### src/aat_pkg.sv
package aat_pkg;

   localparam int AXES       = 3;
   localparam int COORD_W    = 16;
   localparam int ROW_W      = 64;
   localparam int PROD_W     = 2 * COORD_W;
   localparam int SUM_W      = PROD_W + 2;
   localparam int FRAC_SHIFT = 12;
   localparam int SHIFT_W    = SUM_W - FRAC_SHIFT;

   typedef logic [COORD_W-1:0] coord_type;
   typedef logic [PROD_W-1:0]  prod_word_type;
   typedef logic [SUM_W-1:0]   sum_word_type;

   // products of one matrix row with the low and high box coordinates
   typedef struct packed {
      prod_word_type [AXES-1:0] lo;
      prod_word_type [AXES-1:0] hi;
      coord_type                trans;
   } prod_type;

   // per-term extremes of one row
   typedef struct packed {
      prod_word_type [AXES-1:0] mn;
      prod_word_type [AXES-1:0] mx;
      coord_type                trans;
   } pick_type;

   typedef struct packed {
      sum_word_type mn;
      sum_word_type mx;
   } sum_type;

   typedef struct packed {
      coord_type [AXES-1:0] mn;
      coord_type [AXES-1:0] mx;
   } bound_type;

   function automatic prod_word_type mul_s16(input coord_type a, input coord_type b);
      logic signed [PROD_W-1:0] ae;
      logic signed [PROD_W-1:0] be;
      logic signed [PROD_W-1:0] p;
      ae = {{COORD_W{a[COORD_W-1]}}, a};
      be = {{COORD_W{b[COORD_W-1]}}, b};
      p  = ae * be;
      return p;
   endfunction

   function automatic sum_word_type ext_prod(input prod_word_type p);
      return {{(SUM_W-PROD_W){p[PROD_W-1]}}, p};
   endfunction

   // Q8.8 translation lined up with the Q.20 products
   function automatic sum_word_type ext_trans(input coord_type t);
      return {{(SUM_W-COORD_W-FRAC_SHIFT){t[COORD_W-1]}}, t, {FRAC_SHIFT{1'b0}}};
   endfunction

   // floor shift back to Q8.8, then saturate to 16 bits
   function automatic coord_type shift_sat(input sum_word_type s);
      logic signed [SHIFT_W-1:0] q;
      logic signed [SHIFT_W-1:0] hi_lim;
      logic signed [SHIFT_W-1:0] lo_lim;
      coord_type                 r;
      q      = s[SUM_W-1:FRAC_SHIFT];
      hi_lim = {{(SHIFT_W-COORD_W+1){1'b0}}, {(COORD_W-1){1'b1}}};
      lo_lim = {{(SHIFT_W-COORD_W+1){1'b1}}, {(COORD_W-1){1'b0}}};
      if (q > hi_lim) begin
         r = {1'b0, {(COORD_W-1){1'b1}}};
      end else if (q < lo_lim) begin
         r = {1'b1, {(COORD_W-1){1'b0}}};
      end else begin
         r = q[COORD_W-1:0];
      end
      return r;
   endfunction

endpackage

### src/aat_clamp.sv
module aat_clamp
   import aat_pkg::*;
(
   input  logic               clock,
   input  logic               reset,
   input  logic               valid_in,
   input  sum_type [AXES-1:0] sum_in,
   output logic               valid_out,
   output bound_type          bound_out
);

   logic      valid_ff;
   bound_type bound_ff;
   bound_type bound_in;

   always_comb begin
      for (int a = 0; a < AXES; a++) begin
         bound_in.mn[a] = shift_sat(sum_in[a].mn);
         bound_in.mx[a] = shift_sat(sum_in[a].mx);
      end
   end

   always_ff @(posedge clock) begin
      if (reset) begin
         valid_ff <= 1'b0;
      end else begin
         valid_ff <= valid_in;
      end
      bound_ff <= bound_in;
   end

   assign valid_out = valid_ff;
   assign bound_out = bound_ff;

endmodule

### config.mk
export PLATFORM = sky130hd
export DESIGN_NAME = aat_clamp
export DESIGN_NICKNAME = d
export VERILOG_FILES = /design/src/aat_pkg.sv /design/src/aat_clamp.sv
export SDC_FILE = /design/constraint.sdc
export NUM_CORES = 1
export LEC_CHECK = 0
export BUFFER_PORTS_ARGS = -buffer_cell sky130_fd_sc_hd__buf_2
export CAP_MARGIN = 20
export CORE_AREA = 3 3 116 118
export DETAILED_ROUTE_END_ITERATION = 8
export DIE_AREA = 0 0 119 121
export PLACE_DENSITY_LB_ADDON = 0.12
export SYNTH_ARGS = -nofsm -noshare
export SYNTH_HDL_FRONTEND = slang
export SYNTH_SLANG_ARGS = --single-unit
### constraint.sdc
create_clock -name clock -period 1.55 [get_ports clock]
set_clock_uncertainty 0.15 [all_clocks]
set_input_delay 0.2325 -clock clock [delete_from_list [all_inputs] [get_ports clock]]
set_output_delay 0.2325 -clock clock [all_outputs]
set_load 0.01 [all_outputs]
-- Word level (Yosys, flattened, before mapping)
Cells that the tools add are included.
W data, S select, Z words.
- bits in registers: 97
- input port bits: 207
- output and inout bits: 97
- word-level logic and storage cells: 25
- order comparisons: 12
- multiplexer cells: 6
- operator list (operator ; count):
    $gt A22 B16 Y1 const B ; 6
    $lt A22 B16 Y1 const B ; 6
    $mux W16 ; 6

-- Logic depth before layout (Yosys ltp)
- depth after elaboration: 2
- mapped depth: 5
- mapped depth without buffers: 3

-- Worst setup path after synthesis
Ideal clock, no wire load.
- path kind: in2reg
- start: in sum_in[32] (netlist bit)
- end: reg bound_ff, in the netlist bound_out[11]
- library setup time: 0.125 ns
- arrival: 1.222 ns
- data required time: 1.275 ns
- slack: 0.053 ns
- stages: 5
- path buffers: 2
- cell sequence: or4_4 buf_6 buf_12 nor4_2 o2bb2ai_1
- longest elaborated chain between the ends: 2
- elaborated cells between the ends (all ways): 3
- ends and longest elaborated chain (what ; RTL line ; text):
    start: declaration ; aat_clamp.sv:7 ; input sum_type [AXES-1:0] sum_in,
    $lt A22 B16 Y1 ; aat_pkg.sv:69 ; end else if (q < lo_lim) begin
    $mux W16 ; aat_pkg.sv:69 ;
    end signal: assignment ; aat_clamp.sv:29 ; bound_ff <= bound_in;
    end: declaration ; aat_clamp.sv:13 ; bound_type bound_ff;
Parallel ways exist; a longest one is shown, timed or not.
A chain may end at the register's enable or synchronous reset.

-- Final worst setup path
- start: in reset
- end: reg valid_ff (netlist: valid_out)
- RTL lines (what ; RTL line ; text):
    start: declaration ; aat_clamp.sv:5 ; input logic reset,
    end signal: assignment ; aat_clamp.sv:27 ; valid_ff <= valid_in;
    end: declaration ; aat_clamp.sv:12 ; logic valid_ff;
No word-level cell between the ends.

==> metrics list <==
- Status: completed
* Post-synth top flop: dfxtp_1
- The synthesized design contains 0 enable-type register cells.
* Nets: 851
* Setup violators final: 0
- Sorting the synthesized cells by area gives the leading types as dfxtp_1, o2bb2ai_1, nor4_2, nor4_1, a2bb2oi_1.
- In the final routed layout, each cell accounts on average for 15.1 um.
- Number of buffers inserted by port buffering: 231
- Summed over all layers, the global routing overflow is 0.
- The max-slew violation total from the final report was 0.
- Worst-case setup slack after placement: -0.0848 ns
- For this run, the number of standard cells in the final layout without fillers is 820.
* Time the worst path needs with I/O delays and setup: 1.39 ns
- Initial core utilization: 32.6%
- Slowest cell on the critical path: dlygate4sd3_1
- Across the VDD grid, the largest voltage drop is 0.000587 V.
- Gates resized during post-CTS repair numbered 0.
- Of all flip-flops after synthesis, the portion carrying an async set or reset was 0%.
- For this design the ratio of total power to cell area is 928 nW/um2.
- Summed over its instances, the top area cell type makes up 47.4% of the synthesized netlist area.
* Vias in the first global route: 4,061
* Count of standard-cell rows: around 40
- Critical path fanouts, max: 1
- Buffer depth of the longest clock path: 2
- Antenna diode count: 0
- The path with the worst hold slack has its endpoint at bound_out[48]$_SDFF_PN1_.
* Worst Path Arrival: 1.52 ns
* Hold Path Depth: 3
* Setup repair after global routing missed its margin: false
* Clock slew at reported path FFs: 0.07 ns
- The count of nets left with antenna violations once routing finished came out at 0.
* Placer's final routability congestion estimate: 0.721
- Summing over every cut layer, the via total after detailed routing is 4,054.
- Top-level I/O count: 304
- The setup path with the least slack is of type in -> reg.
- Total wirelength of the detailed-routed design: 12.3 mm
- Actual slew at the worst max-slew pin: around 0.54 ns
- Counting both buffers and inverters, the worst setup path holds a total of 3.
* Cell seen most often among critical-path stages: dlygate4sd3_1
* DRC violations left: 0
- Leakage power summed over all cells: 0.00256 uW
* Maxcap violations: 0
- The HPWL after detailed placement is 8.54 mm.
- Fill cells in the final layout number 1,159.
- In the global route stage, overall resource usage came out at 16.9%.
- The first routing iteration left 222 violations.
- Die height: 121 um
- Clk Tree Root Cell: clkbuf_16
- STA puts the critical path data required time at 1.68 ns.
* Utilization after layout: 51.1%
- Fraction of layout cells with a size suffix above 1: about half
- Before antenna repair, the detailed router went through 4 iterations.
- Peak clock frequency supported by timing: 717 MHz
- Number of warning messages in the yosys log: 0
- Number of levels the H-tree was split into: 3
* Ratio of final minimum period to clock period: 90.0%
- Ordered cell list for the critical path: dlygate4sd3_1, buf_2, nor2b_1, dlygate4sd3_1
- Synthesis-to-finish area growth: 56.6%
* Kind of start point of the critical path: primary input
- After synthesis the netlist holds a flip-flop and latch count of between 90 and 100.
- Commonest cells in the netlist: dfxtp_1, o2bb2ai_1, nor4_2
- Portion of the post-synthesis area used by sequential elements: 47.4%
- Num CTS Buffers: 9
- The die covers 14,400 um2.
* Number of placed cells counting well taps: 719
- In this run the most critical hold path is launched from sum_in[46].
- Via-per-instance ratio: 4.94
* Final Hold Vio Count: 0
* Synth Area per Inst: 11.5 um2
- Die extent in x: about 120 um
- Netlist area before placement: just over 4000 um2
- Pin count of the biggest net entering global routing: 17
* Setup fix buffers added after clock tree synthesis: 0
* Cell with the most instances after synthesis: dfxtp_1
- Number of antenna violations at the first check in global routing: 0
- The biggest area contributor in the post-synthesis netlist is dfxtp_1.
- TritonCTS built the clock tree.
- Class of the tightest hold or removal check: in -> reg
- Element type at the critical path end: register
- Library cells used by synthesis: 20
- Wire length of the first global-routing pass: around 20 mm
* Core Area: 12,600 um2
- In the post-route analysis, the smallest setup slack over all paths is 0.155 ns.
- Synthesized instance count: 356
- On the worst path, the slowest cell contributes a delay of 0.55 ns.
- Summed over all failing endpoints, the final setup total negative slack is 0 ns.
- Among cell families on the critical path, the largest total delay comes from buffers and inverters.
* Nets in the synthesized netlist: 563
- The clock drives 97 sinks.
- Headroom to the max-slew limit came out at 63.9%.
## cells in the final DEF (no fill, tap or decap), types with 2 or more instances in the layout
| cell | count |
|---|---|
| nor4_2 | 47 |
| dfxtp_1 | 97 |
| nand4_1 | 6 |
| nand2_1 | 6 |
| clkbuf_1 | 2 |
| dlygate4sd3_1 | 86 |
| nor4_1 | 26 |
| o2bb2ai_1 | 75 |
| nor4_4 | 3 |
| nor2_1 | 6 |
| nand3_1 | 14 |
| buf_4 | 13 |
| bufinv_16 | 2 |
| or4_4 | 5 |
| buf_2 | 231 |
| clkbuf_16 | 9 |
| a2bb2oi_1 | 15 |
## what timing repair did
item / in CTS / in global routing
endpoints found under the hold margin: 85 / 0
hold buffers: 86 / 0
setup endpoints to repair: 0 / 0
## kinds of logic (layout without fill, tap and decap cells)
| group | after synthesis | count (layout) | share of synthesized area (%) |
|---|---|---|---|
| compound gates | 90 | 90 | 19.2 |
| buf+inv | 53 | 345 | 7.88 |
| flops | 97 | 97 | 47.4 |
| simple gates | 116 | 116 | 25.5 |
## state kept, by name (all words and copies together), names as in the netlist
| name | count |
|---|---|
| valid_out | 1 |
| bound_out | 96 |
## stage by stage
step / instance area, um2 / total power [uW] / hold WS [ns]
global route: 6420 / 6230 / 0.00715
floorplan: 4100 / 3070 / 0.154
detailed placement: 5240 / 3470 / 0.249
CTS: 6420 / 6010 / 0.00112
global placement: 5240 / 3450 / 0.244
finish: 6420 / 5950 / 0.0153
## routing by layer
| metal | global-route usage, % | up-vias | part of all wire (%) |
|---|---|---|---|
| met4 | 7.89 | 0 | 2.6 |
| met5 | 0 | - | 0 |
| met1 | 20.1 | 1865 | 42 |
| met3 | 5.59 | 20 | 8.8 |
| li1 | - | 1987 | - |
| met2 | 27.6 | 182 | 47 |
## where the power goes
| part | switching (uW) | internal [uW] | leakage (uW) |
|---|---|---|---|
| Sequential | 33.1 | 2640 | 0.000818 |
| Combinational | 467 | 439 | 0.00158 |
| Clock | 928 | 1450 | 0.000153 |
| Total | 1430 | 4530 | 0.00256 |
## worst max path at each step
stage,start,end,cells past startpoint
global route,reset,valid_out$_SDFF_PP0_,4
CTS,reset,valid_out$_SDFF_PP0_,4
floorplan,sum_in[32],bound_out[11]$_SDFF_PN1_,5
detailed placement,sum_in[202],bound_out[82]$_SDFF_PN1_,4
finish,reset,valid_out$_SDFF_PP0_,4
global placement,sum_in[100],bound_out[29]$_SDFF_PN1_,4
## final cells by class
class	instances	area (um2)	area share (%)
clock buffer	12	246	3.84
clock inverter	3	65.1	1.01
multi-input combinational	206	1830	28.6
sequential	97	1940	30.3
tap	172	215	3.35
timing repair buffer	330	2110	33.0
No activity file was read; power rests on OpenSTA's default activity.
